$ cat src/rtl/cpf_pkg.sv
// Package for calendar_progress_fractions: state type, calendar constants and date helpers.
package cpf_pkg;

    typedef enum logic [2:0] {
        S_IDLE,
        S_PREP,
        S_DIV_DAY,
        S_DIV_LIFE,
        S_DONE
    } t_state;

    localparam logic [2:0]  REG_MODE       = 3'd0;
    localparam logic [2:0]  REG_BIRTH_YEAR = 3'd1;
    localparam logic [2:0]  REG_BIRTH_MON  = 3'd2;
    localparam logic [2:0]  REG_BIRTH_DAY  = 3'd3;
    localparam logic [2:0]  REG_END_YEAR   = 3'd4;

    localparam logic [11:0] YEAR_MIN    = 12'd1900;
    localparam logic [11:0] YEAR_MAX    = 12'd2150;
    localparam logic [7:0]  YEAR_SPAN   = 8'd250;
    localparam logic [9:0]  PERMILLE    = 10'd1000;
    localparam logic [3:0]  DIV_STEPS   = 4'd10;
    localparam logic [7:0]  CENTURY_OFF = 8'd200;   // offset of year 2100
    localparam logic [7:0]  SKIP_OFF    = 8'd201;   // first offset past 2100

    // Leap test on a year offset from 1900 (1900 and 2100 are not leap).
    function automatic logic is_leap(input logic [7:0] yo);
        return (yo[1:0] == 2'b00) && (yo != 8'd0) && (yo != CENTURY_OFF);
    endfunction

    // Leap years in 1900 .. 1900+yo-1.
    function automatic logic [6:0] leaps_before(input logic [7:0] yo);
        logic [8:0] q;
        q = ({1'b0, yo} + 9'd3) >> 2;
        q = q - {8'd0, (yo != 8'd0)} - {8'd0, (yo >= SKIP_OFF)};
        return q[6:0];
    endfunction

    function automatic logic [8:0] cum_days(input logic [3:0] m);
        logic [8:0] c;
        case (m)
            4'd1:    c = 9'd0;
            4'd2:    c = 9'd31;
            4'd3:    c = 9'd59;
            4'd4:    c = 9'd90;
            4'd5:    c = 9'd120;
            4'd6:    c = 9'd151;
            4'd7:    c = 9'd181;
            4'd8:    c = 9'd212;
            4'd9:    c = 9'd243;
            4'd10:   c = 9'd273;
            4'd11:   c = 9'd304;
            4'd12:   c = 9'd334;
            default: c = 9'd0;
        endcase
        return c;
    endfunction

    function automatic logic [4:0] month_len(input logic [7:0] yo, input logic [3:0] m);
        logic [4:0] n;
        case (m)
            4'd2:                   n = is_leap(yo) ? 5'd29 : 5'd28;
            4'd4, 4'd6, 4'd9, 4'd11: n = 5'd30;
            default:                n = 5'd31;
        endcase
        return n;
    endfunction

    function automatic logic [8:0] ordinal(input logic [7:0] yo, input logic [3:0] m,
                                           input logic [4:0] d);
        return cum_days(m) + {8'd0, (is_leap(yo) && (m > 4'd2))} + {4'd0, d};
    endfunction

    // Days since the start of 1900 plus the ordinal day.
    function automatic logic [16:0] day_number(input logic [7:0] yo, input logic [3:0] m,
                                               input logic [4:0] d);
        return 17'(yo) * 17'd365 + 17'(leaps_before(yo)) + 17'(ordinal(yo, m, d));
    endfunction

    function automatic logic [9:0] month_permille(input logic [3:0] m);
        logic [9:0] p;
        case (m)
            4'd1:    p = 10'd83;
            4'd2:    p = 10'd166;
            4'd3:    p = 10'd250;
            4'd4:    p = 10'd333;
            4'd5:    p = 10'd416;
            4'd6:    p = 10'd500;
            4'd7:    p = 10'd583;
            4'd8:    p = 10'd666;
            4'd9:    p = 10'd750;
            4'd10:   p = 10'd833;
            4'd11:   p = 10'd916;
            default: p = 10'd1000;
        endcase
        return p;
    endfunction

    function automatic logic [7:0] sat_year(input logic [11:0] v);
        logic [11:0] t;
        t = v - YEAR_MIN;
        if (v < YEAR_MIN) return 8'd0;
        if (v > YEAR_MAX) return YEAR_SPAN;
        return t[7:0];
    endfunction

    function automatic logic [3:0] sat_month(input logic [11:0] v);
        if (v < 12'd1)  return 4'd1;
        if (v > 12'd12) return 4'd12;
        return v[3:0];
    endfunction

    function automatic logic [4:0] sat_day(input logic [11:0] v);
        if (v < 12'd1)  return 5'd1;
        if (v > 12'd31) return 5'd31;
        return v[4:0];
    endfunction

endpackage

$ cat src/rtl/calendar_progress_fractions.sv
// Calendar progress fractions: date to day, month and life progress in thousandths.
//
// Input channel: i_in_valid / o_in_stall with the current year, month and day.
// An item is taken when i_in_valid is high and o_in_stall is low.
// Output channel: o_out_valid / i_out_stall with the seven result fields.
// Configuration: i_cfg_we, i_cfg_idx, i_cfg_data; date settings saturate on write.
//
// Each item passes through a preparation state that forms day numbers and
// numerators, then two 11-step bit-serial restoring divisions on one shared
// divider (day fraction, then life fraction), and is then loaded into the
// output register. One item is in flight at a time; the next item is taken
// once the result has moved into the output register, even if that register
// is still stalled.
// While i_out_stall is high the result holds; the block finishes its next
// item and waits for the output register to free up.
// Reset (synchronous, active low) empties the pipeline and restores the
// configuration registers to their defaults.
module calendar_progress_fractions (
    input  logic        i_clk,
    input  logic        i_rst_n,
    input  logic        i_cfg_we,
    input  logic [2:0]  i_cfg_idx,
    input  logic [11:0] i_cfg_data,
    input  logic        i_in_valid,
    output logic        o_in_stall,
    input  logic [11:0] i_current_year,
    input  logic [3:0]  i_current_month,
    input  logic [4:0]  i_current_day,
    output logic        o_out_valid,
    input  logic        i_out_stall,
    output logic [9:0]  o_day_permille,
    output logic [9:0]  o_month_permille,
    output logic [9:0]  o_life_permille,
    output logic [8:0]  o_day_label,
    output logic [3:0]  o_month_label,
    output logic [7:0]  o_years_of_age,
    output logic [7:0]  o_lifespan_years
);

    cpf_pkg::t_state r_state, n_state;

    logic        r_mode;
    logic [7:0]  r_by_off;
    logic [3:0]  r_bm;
    logic [4:0]  r_bd;
    logic [7:0]  r_ey_off;

    logic [7:0]  r_yo;
    logic [3:0]  r_m;
    logic [4:0]  r_d;

    logic [26:0] r_num;
    logic [26:0] r_den;
    logic [10:0] r_q;
    logic [3:0]  r_cnt;

    logic [26:0] r_life_num;
    logic [16:0] r_life_den;
    logic        r_life_full;
    logic        r_life_zero;

    logic [9:0]  r_dayp;
    logic [8:0]  r_label;
    logic [7:0]  r_age;
    logic [7:0]  r_span;

    logic        r_out_valid;
    logic [9:0]  r_o_dayp, r_o_monp, r_o_lifep;
    logic [8:0]  r_o_label;
    logic [3:0]  r_o_mon;
    logic [7:0]  r_o_age, r_o_span;

    logic        in_acc;
    logic        out_free;
    logic        div_ge;
    logic [26:0] div_rem;
    logic [10:0] div_q;

    // date arithmetic for the preparation cycle
    logic [8:0]         doy;
    logic [16:0]        dn_cur, dn_born, dn_end;
    logic signed [17:0] days_lived, days_span;
    logic [18:0]        day_num;
    logic [8:0]         day_den;
    logic               before_bday;
    logic signed [9:0]  age_calc, span_calc;

    assign in_acc   = i_in_valid && !o_in_stall;
    assign out_free = !r_out_valid || !i_out_stall;

    assign div_ge  = r_num >= r_den;
    assign div_rem = div_ge ? (r_num - r_den) : r_num;
    assign div_q   = {r_q[9:0], div_ge};

    always_comb begin
        doy        = cpf_pkg::ordinal(r_yo, r_m, r_d);
        dn_cur     = cpf_pkg::day_number(r_yo, r_m, r_d);
        dn_born    = cpf_pkg::day_number(r_by_off, r_bm, r_bd);
        dn_end     = cpf_pkg::day_number(r_ey_off, r_bm, r_bd);
        days_lived = signed'({1'b0, dn_cur}) - signed'({1'b0, dn_born});
        days_span  = signed'({1'b0, dn_end}) - signed'({1'b0, dn_born});
        if (days_span < 18'sd1) begin
            days_span = 18'sd1;
        end
        if (r_mode) begin
            day_num = 19'(doy - 9'd1) * 19'd1000;
            day_den = cpf_pkg::is_leap(r_yo) ? 9'd366 : 9'd365;
        end else begin
            day_num = 19'(r_d - 5'd1) * 19'd1000;
            day_den = {4'd0, cpf_pkg::month_len(r_yo, r_m)};
        end
        before_bday = (r_m < r_bm) || ((r_m == r_bm) && (r_d < r_bd));
        age_calc    = signed'({2'b00, r_yo}) - signed'({2'b00, r_by_off})
                      - signed'({9'd0, before_bday});
        span_calc   = signed'({2'b00, r_ey_off}) - signed'({2'b00, r_by_off});
    end

    always_comb begin
        n_state    = r_state;
        o_in_stall = 1'b1;
        case (r_state)
            cpf_pkg::S_IDLE: begin
                o_in_stall = 1'b0;
                if (i_in_valid) begin
                    n_state = cpf_pkg::S_PREP;
                end
            end
            cpf_pkg::S_PREP: begin
                n_state = cpf_pkg::S_DIV_DAY;
            end
            cpf_pkg::S_DIV_DAY: begin
                if (r_cnt == 4'd0) begin
                    n_state = cpf_pkg::S_DIV_LIFE;
                end
            end
            cpf_pkg::S_DIV_LIFE: begin
                if (r_cnt == 4'd0) begin
                    n_state = cpf_pkg::S_DONE;
                end
            end
            cpf_pkg::S_DONE: begin
                if (out_free) begin
                    n_state = cpf_pkg::S_IDLE;
                end
            end
            default: begin
                n_state = cpf_pkg::S_IDLE;
            end
        endcase
    end

    always_ff @(posedge i_clk) begin
        if (!i_rst_n) begin
            r_state <= cpf_pkg::S_IDLE;
        end else begin
            r_state <= n_state;
        end
    end

    always_ff @(posedge i_clk) begin
        if (!i_rst_n) begin
            r_mode   <= 1'b0;
            r_by_off <= 8'd90;
            r_bm     <= 4'd1;
            r_bd     <= 5'd1;
            r_ey_off <= 8'd180;
        end else if (i_cfg_we) begin
            case (i_cfg_idx)
                cpf_pkg::REG_MODE:       r_mode   <= i_cfg_data[0];
                cpf_pkg::REG_BIRTH_YEAR: r_by_off <= cpf_pkg::sat_year(i_cfg_data);
                cpf_pkg::REG_BIRTH_MON:  r_bm     <= cpf_pkg::sat_month(i_cfg_data);
                cpf_pkg::REG_BIRTH_DAY:  r_bd     <= cpf_pkg::sat_day(i_cfg_data);
                cpf_pkg::REG_END_YEAR:   r_ey_off <= cpf_pkg::sat_year(i_cfg_data);
                default: ;
            endcase
        end
    end

    // datapath: capture, prepare, divide bit-serially
    always_ff @(posedge i_clk) begin
        if (in_acc) begin
            r_yo <= cpf_pkg::sat_year(i_current_year);
            r_m  <= cpf_pkg::sat_month({8'd0, i_current_month});
            r_d  <= cpf_pkg::sat_day({7'd0, i_current_day});
        end
        case (r_state)
            cpf_pkg::S_PREP: begin
                r_num       <= 27'(day_num);
                r_den       <= {8'd0, day_den, 10'd0};
                r_q         <= 11'd0;
                r_cnt       <= cpf_pkg::DIV_STEPS;
                r_life_num  <= 27'(days_lived[16:0]) * 27'd1000;
                r_life_den  <= days_span[16:0];
                r_life_zero <= days_lived <= 18'sd0;
                r_life_full <= days_lived >= days_span;
                r_label     <= r_mode ? doy : {4'd0, r_d};
                r_age       <= (age_calc < 10'sd0) ? 8'd0 : age_calc[7:0];
                r_span      <= (span_calc < 10'sd1) ? 8'd1 : span_calc[7:0];
            end
            cpf_pkg::S_DIV_DAY: begin
                if (r_cnt == 4'd0) begin
                    // day fraction overruns a month for a day past its end
                    r_dayp <= (div_q > 11'(cpf_pkg::PERMILLE)) ? cpf_pkg::PERMILLE
                                                               : div_q[9:0];
                    r_num  <= r_life_num;
                    r_den  <= {r_life_den, 10'd0};
                    r_q    <= 11'd0;
                    r_cnt  <= cpf_pkg::DIV_STEPS;
                end else begin
                    r_num <= div_rem;
                    r_den <= r_den >> 1;
                    r_q   <= div_q;
                    r_cnt <= r_cnt - 4'd1;
                end
            end
            cpf_pkg::S_DIV_LIFE: begin
                r_num <= div_rem;
                r_den <= r_den >> 1;
                r_q   <= div_q;
                if (r_cnt != 4'd0) begin
                    r_cnt <= r_cnt - 4'd1;
                end
            end
            default: ;
        endcase
    end

    always_ff @(posedge i_clk) begin
        if (!i_rst_n) begin
            r_out_valid <= 1'b0;
        end else if (r_state == cpf_pkg::S_DONE && out_free) begin
            r_out_valid <= 1'b1;
        end else if (!i_out_stall) begin
            r_out_valid <= 1'b0;
        end
    end

    always_ff @(posedge i_clk) begin
        if (r_state == cpf_pkg::S_DONE && out_free) begin
            r_o_dayp  <= r_dayp;
            r_o_monp  <= cpf_pkg::month_permille(r_m);
            r_o_lifep <= r_life_zero ? 10'd0 :
                         r_life_full ? cpf_pkg::PERMILLE : r_q[9:0];
            r_o_label <= r_label;
            r_o_mon   <= r_m;
            r_o_age   <= r_age;
            r_o_span  <= r_span;
        end
    end

    assign o_out_valid      = r_out_valid;
    assign o_day_permille   = r_o_dayp;
    assign o_month_permille = r_o_monp;
    assign o_life_permille  = r_o_lifep;
    assign o_day_label      = r_o_label;
    assign o_month_label    = r_o_mon;
    assign o_years_of_age   = r_o_age;
    assign o_lifespan_years = r_o_span;

`ifndef SYNTHESIS
    a_accept_prep: assert property (@(posedge i_clk) disable iff (!i_rst_n)
        in_acc |=> r_state == cpf_pkg::S_PREP)
        else $error("accepted item did not enter preparation");

    a_result_range: assert property (@(posedge i_clk) disable iff (!i_rst_n)
        o_out_valid |-> (o_day_permille <= cpf_pkg::PERMILLE) &&
                        (o_life_permille <= cpf_pkg::PERMILLE))
        else $error("permille result out of range");

    a_div_count: assert property (@(posedge i_clk) disable iff (!i_rst_n)
        (r_state == cpf_pkg::S_DIV_DAY || r_state == cpf_pkg::S_DIV_LIFE)
        |-> r_cnt <= cpf_pkg::DIV_STEPS)
        else $error("divider step count overrun");

    a_load_from_done: assert property (@(posedge i_clk) disable iff (!i_rst_n)
        $rose(o_out_valid) |-> $past(r_state) == cpf_pkg::S_DONE)
        else $error("result presented without a finished item");
`endif

endmodule

$ cat config.mk
export PLATFORM = sky130hd
export DESIGN_NAME = calendar_progress_fractions
export DESIGN_NICKNAME = d
export VERILOG_FILES = /design/src/rtl/cpf_pkg.sv /design/src/rtl/calendar_progress_fractions.sv
export SDC_FILE = /design/constraint.sdc
export NUM_CORES = 1
export LEC_CHECK = 0
export CORE_MARGIN = 2
export CORE_UTILIZATION = 55
export CTS_CLUSTER_DIAMETER = 40
export DETAILED_ROUTE_END_ITERATION = 7
export DONT_BUFFER_PORTS = 1
export GPL_ROUTABILITY_DRIVEN = 0
export PLACE_DENSITY = 0.7
export SYNTH_ARGS = -nofsm -noshare
export SYNTH_HDL_FRONTEND = slang
export SYNTH_SLANG_ARGS = --single-unit
$ cat constraint.sdc
create_clock -name i_clk -period 22.2 [get_ports i_clk]
set_clock_uncertainty 0.05 [all_clocks]
set_input_delay 3.33 -clock i_clk [delete_from_list [all_inputs] [get_ports i_clk]]
set_output_delay 3.33 -clock i_clk [all_outputs]
set_load 0.05 [all_outputs]
==> impl_metrics.env, run 1 <==
export IMPL_status="finished clean"
export IMPL_drt_iter0_markers=1284
export IMPL_fp_dieW_um=235.6
export IMPL_drt_pass1_iterations=6
export IMPL_crit_path_end_kind="flop"
export IMPL_hold_path_class="reg2reg"
export IMPL_clk_path_buf_depth=3
export IMPL_slew_violations=0
export IMPL_io_buffer_count=0
export IMPL_yosysTopAreaCellShare=0.2260
export IMPL_nets=3806
export IMPL_cpPeakStageDelay_ns=0.75
export IMPL_post_route_drc_count=0
export IMPL_clock_sinks=270
export IMPL_rsz0062_at_grt="false"
export IMPL_dpl_worst_slack_ns=8.109
export IMPL_rows=84
export IMPL_netlist_area_um2=29500
export IMPL_synth_largest_area_cell="edfxtp_1"
export IMPL_critPathKind="reg2reg"
export IMPL_grt_pass1_vias=21820
export IMPL_core_area_um2=52760
export IMPL_period_minus_slack_ns=14.25
export IMPL_async_flop_share=0
export IMPL_avgSynthCellArea_um2=9.582
export IMPL_syn_inst=3079
export IMPL_crit_path_end="r_life_num[26]"
export IMPL_drv_cap=0
export IMPL_synth_edff_count=222
export IMPL_finalHoldViolCount=0
export IMPL_area_delta_synth_final_pct=8.172
export IMPL_startpoint_type="flop"
export IMPL_dieArea_um2=55510
export IMPL_syn_nets=3802
export IMPL_ys_warn_count=0
export IMPL_ys_ff_latch=270
export IMPL_post_cts_resized=0
export IMPL_io_pins=102
export IMPL_track_usage=0.2483
export IMPL_cts_hold_buf=0
export IMPL_cp_required_ns=22.49
export IMPL_start_util=0.5592
export IMPL_final_cell_area_um2=31910
export IMPL_worstMarginPinSlew_ns=0.9795
export IMPL_setup_violations=0
export IMPL_clock_tree_root_cell="clkbuf_16"
export IMPL_slew_headroom=0.3470
export IMPL_period_share=0.6420
export IMPL_ys_seq_area_frac=0.2585
export IMPL_final_setup_worst_slack_ns=7.947
export IMPL_tritoncts="built"
export IMPL_grt_start_max_net_pins=69
export IMPL_wl_um=68940
export IMPL_setup_tns_final_ns=0
export IMPL_fmax_mhz=70.16
export IMPL_vias=21720
export IMPL_min_from="r_label[2]"
export IMPL_die_h_um=235.6
export IMPL_grt_overflow=0
export IMPL_synth_ff_type="edfxtp_1"
export IMPL_clk_pin_slew_ns=0.05
export IMPL_place_area_um2=30280
export IMPL_hpwl_um=55860
export IMPL_synthTopCellsByArea="edfxtp_1 (23%), ha_1 (20%), fa_1 (14%), inv_1 (6.4%), xnor2_1 (4.7%)"
export IMPL_rr_worst_depth=48
export IMPL_drive_above_1_share=0.04899
export IMPL_wire_per_inst_um=18.09
export IMPL_r2r_slack_ns=7.95
export IMPL_startpoint="r_yo[1]"
export IMPL_viasPerCell=5.699
export IMPL_post_cts_buffers=0
export IMPL_synth_cell_types=83
export IMPL_cp_slowest_cell="xor2_1"
export IMPL_r2r_start="r_yo[1]"
export IMPL_whs_ns=0.3660
export IMPL_clk_latency_ns=0.60
export IMPL_antenna_cells=0
export IMPL_r2r_end="r_life_num[26]"
export IMPL_cp_common_cell="fa_1"
export IMPL_grt_antenna_before_repair=0
export IMPL_cp_data_arrival_time_ns=14.55
export IMPL_grt_pass1_wl_um=111900
export IMPL_cts_htree_levels=2
export IMPL_antenna_left=0
export IMPL_cp_max_fo=9
export IMPL_numCtsBuffers=48
## synthesized netlist by cell type, drive strengths merged, types with 5 or more instances
library cell and n:
ha 469, or2 18, a21o 62, clkbuf 57, o21bai 26, o21a 24
nand4 17, o211a 5, mux2 7, o21ai 153, a21oi 178, o31ai 10
xnor2 157, and2 32, and3 34, a211oi 27, o41ai 7, dfxtp 48
nor3b 10, o22ai 9, nand3b 5, edfxtp 222, o31a 6, xor2 67
inv 505, nor2b 42, a31o 8, o211ai 25, a311oi 8, a21boi 19
nor3 38, fa 213, nor2 186, a31oi 25, mux2i 17, nor4 8
a2111oi 5, nand3 44, or3 7, or4 5, nand2 179, a41oi 5
nand2b 39
## kinds of logic after synthesis
family / after synthesis / synth area share
AND/OR/NAND/NOR: 673 / 0.1102
adder cells (fa/ha/maj): 684 / 0.3441
buffers and inverters: 563 / 0.07163
XOR/XNOR: 224 / 0.06650
AO/OA/AOI/OAI: 640 / 0.1399
multiplexers: 25 / 0.009203
flip-flops: 270 / 0.2585
## state kept, by name (all words and copies together), names as in the netlist, 17 cells and up, named ones only
name,cells
r_life_num,24
r_num,27
r_life_den,17
r_den,27
## layer usage
metal,vias up,routed length [um],GRT usage,part of all wire
li1,10550,-,-,-
met1,10480,29670,0.3179,0.43
met2,540,33520,0.4275,0.49
met3,142,3258,0.03553,0.047
met4,0,2485,0.09187,0.036
met5,-,0,0,0
## area by class of cell
type,instances,area (um2)
fillers,4349,20850
multi-input cells,2246,19800
flip-flops and latches,270,7627
inverters,505,1896
clock buffers,53,1230
well taps,688,860.8
clock inverters,37,406.6
repair buffers,12,90.09
## worst min path at each step
stage	end	slack [ns]	cells after the start
5_1_grt	o_day_permille[7]	0.37	0
4_1_cts	o_years_of_age[5]	0.36	0
2_1_floorplan	o_day_label[0]	0.35	0
6_report	o_day_label[2]	0.37	0
3_5_place_dp	o_day_label[2]	0.35	0
3_3_place_gp	o_day_label[8]	0.35	0
## critical path, delay by kind of cell (launching register included)
| family | cells | cell delay, ns |
|---|---|---|
| xor gates and xnor gates | 4 | 1.24 |
| AOI/OAI and AO/OA | 12 | 3.71 |
| and+or+nand+nor | 7 | 0.86 |
| adders and majority gates | 16 | 6.74 |
| buffers and inverters | 9 | 0.80 |
| DFF | 1 | 0.60 |
## layout by cell type (no fill, tap or decap), types with 9 or more instances in the layout
| master | instances |
|---|---|
| and3_1 | 33 |
| a21oi_1 | 176 |
| a31oi_1 | 25 |
| nand3_1 | 44 |
| ha_1 | 469 |
| mux2i_1 | 17 |
| a21o_1 | 61 |
| o22ai_1 | 9 |
| fa_1 | 213 |
| nor2_1 | 184 |
| and2_1 | 30 |
| xor2_1 | 67 |
| o21a_1 | 24 |
| inv_1 | 505 |
| a211oi_1 | 25 |
| or2_2 | 18 |
| a21boi_0 | 18 |
| nand2b_1 | 39 |
| dfxtp_1 | 48 |
| buf_4 | 12 |
| nor3_1 | 37 |
| o211ai_1 | 24 |
| nand2_1 | 179 |
| nor3b_1 | 9 |
| xnor2_1 | 157 |
| o21bai_1 | 26 |
| clkbuf_16 | 48 |
| o31ai_1 | 10 |
| o21ai_0 | 152 |
| nand4_1 | 17 |
| nor2b_1 | 40 |
| edfxtp_1 | 222 |
## through the flow
stage	instances	utilization
after global routing	3811	0.6049
after global placement	3721	0.5739
after detailed placement	3721	0.5739
after CTS	3811	0.6049
final	3811	0.6049
after floorplan	3079	-
Power of run 1 is left out: the tool's default activity adds up to more than one toggle a clock period on the data nets, which glitch-free logic cannot reach.
==> inputs of run 2 (changes only) <==
- PLACE_DENSITY: 0.7 -> 0.73
- clock period: 22.2 -> 12.5 ns (I/O delays scaled with it)
==> run 2 against run 1 <==
Net effect:
- register-to-register slack got worse by 7.5 ns
- first-iteration DRC count increased by 7.9%
- wire length increased by 1.6%
- via count increased by 2.7%
- utilization increased by 0.89 points
- non-clock buffer count increased by 51
- critical path type unchanged
- hold slack improved by 0.0025 ns
- setup slack got worse by 7.5 ns
- sequential cell count unchanged
- global-route usage increased by 0.24 points
- critical endpoint is now r_life_num[25]
==> impl_metrics.env, run 2 (synthesized netlist as in run 1, its figures left out) <==
export IMPL_cp_data_arrival_time_ns=12.33
export IMPL_slew_headroom=0.3242
export IMPL_dieArea_um2=55510
export IMPL_grt_start_max_net_pins=69
export IMPL_dpl_worst_slack_ns=-0.4365
export IMPL_reg_top3="r_den: 27 flops, r_num: 27 flops, r_life_num: 24 flops"
export IMPL_drt_iter0_markers=1386
export IMPL_cp_required_ns=12.79
export IMPL_hpwl_um=56150
export IMPL_period_minus_slack_ns=12.04
export IMPL_grt_pass1_wl_um=112800
export IMPL_rows=84
export IMPL_hold_path_class="reg2reg"
export IMPL_slew_violations=0
export IMPL_cpPeakStageDelay_ns=0.56
export IMPL_viasPerCell=5.784
export IMPL_io_pins=102
export IMPL_clk_pin_slew_ns=0.06
export IMPL_drv_cap=0
export IMPL_setup_violations=0
export IMPL_grt_pass1_vias=22760
export IMPL_cp_max_fo=5
export IMPL_critPathKind="reg2reg"
export IMPL_clock_sinks=270
export IMPL_grt_antenna_before_repair=2
export IMPL_clk_latency_ns=0.59
export IMPL_fp_dieW_um=235.6
export IMPL_start_util=0.5592
export IMPL_final_common_cell="inv_1"
export IMPL_fin_util=0.6138
export IMPL_area_delta_synth_final_pct=9.763
export IMPL_io_buffer_count=0
export IMPL_die_h_um=235.6
export IMPL_cts_hold_buf=0
export IMPL_grt_overflow=0
export IMPL_finalHoldViolCount=0
export IMPL_drive_above_1_share=0.07328
export IMPL_core_area_um2=52760
export IMPL_clock_tree_root_cell="clkbuf_16"
export IMPL_fmax_mhz=83.05
export IMPL_clk_path_buf_depth=3
export IMPL_startpoint_type="flop"
export IMPL_track_usage=0.2507
export IMPL_final_setup_worst_slack_ns=0.4586
export IMPL_cts_htree_levels=2
export IMPL_whs_ns=0.3685
export IMPL_vias=22310
export IMPL_antenna_left=0
export IMPL_drt_pass1_iterations=5
export IMPL_status="finished clean"
export IMPL_wire_per_inst_um=18.15
export IMPL_cp_slowest_cell="fa_1"
export IMPL_wl_um=70010
export IMPL_post_route_drc_count=0
export IMPL_layout_common_cells="inv_1 (501), ha_1 (461), edfxtp_1 (222), fa_1 (211), nor2_1 (183)"
export IMPL_numCtsBuffers=45
export IMPL_period_share=0.9633
export IMPL_nets=3854
export IMPL_tritoncts="built"
export IMPL_crit_path_end_kind="flop"
export IMPL_worstMarginPinSlew_ns=1.014
run 2: cell count changes in the layout (fill, tap and decap cells not counted), sizes merged:
cell      before  now
buf           12   63
clkbuf        53   49
clkinvlp       6    3
bufinv         3    2
diode          0    4
run 2: path summary, 6_finish.rpt:
check,cells past startpoint,slack [ns],start,to
max,52,0.46,r_yo[7],r_life_num[25]
min,0,0.37,r_dayp[4],o_day_permille[4]
max reg2reg,52,0.46,r_yo[7],r_life_num[25]
min reg2reg,0,0.37,r_dayp[4],o_day_permille[4]
run 2: metrics by stage:
step | area (um2) | std cells | setup TNS (ns)
after floorplan | 29510 | 3079 | 0
final | 32380 | 3858 | 0
after global routing | 32370 | 3854 | -0.1541
after CTS | 32070 | 3841 | 0
after global placement | 30570 | 3759 | 0
after detailed placement | 30570 | 3759 | -1.092
run 2: what timing repair did:
item	in CTS	in global routing
gates resized for setup	6	48
pin swaps	0	15
endpoints found under the setup margin	6	10
buffers inserted	0	13
run 2: layout make-up:
| cell class | count | area, um2 |
|---|---|---|
| Inverter | 505 | 1899 |
| Multi-Input combinational cell | 2246 | 20030 |
| Tap cell | 688 | 860.8 |
| Antenna cell | 4 | 10.01 |
| Timing Repair Buffer | 63 | 473.0 |
| Fill cell | 4239 | 20380 |
| Clock inverter | 33 | 332.8 |
| Sequential cell | 270 | 7632 |
| Clock buffer | 49 | 1141 |
run 2: worst max-delay path, delay by kind of cell (launching register included):
kind | cells | cell delay (ns)
AND/OR/NAND/NOR | 6 | 0.62
buffers and inverters | 10 | 0.81
XOR/XNOR | 4 | 0.62
flip-flops | 1 | 0.40
AO/OA/AOI/OAI | 16 | 2.83
adder cells (fa/ha/maj) | 16 | 6.48
run 2: per-layer routing:
layer	share of wire	GRT usage
met4	0.041	0.1091
met1	0.41	0.3033
met2	0.49	0.4402
met3	0.057	0.04210
met5	0	0
Power of run 2 is left out for the same reason.
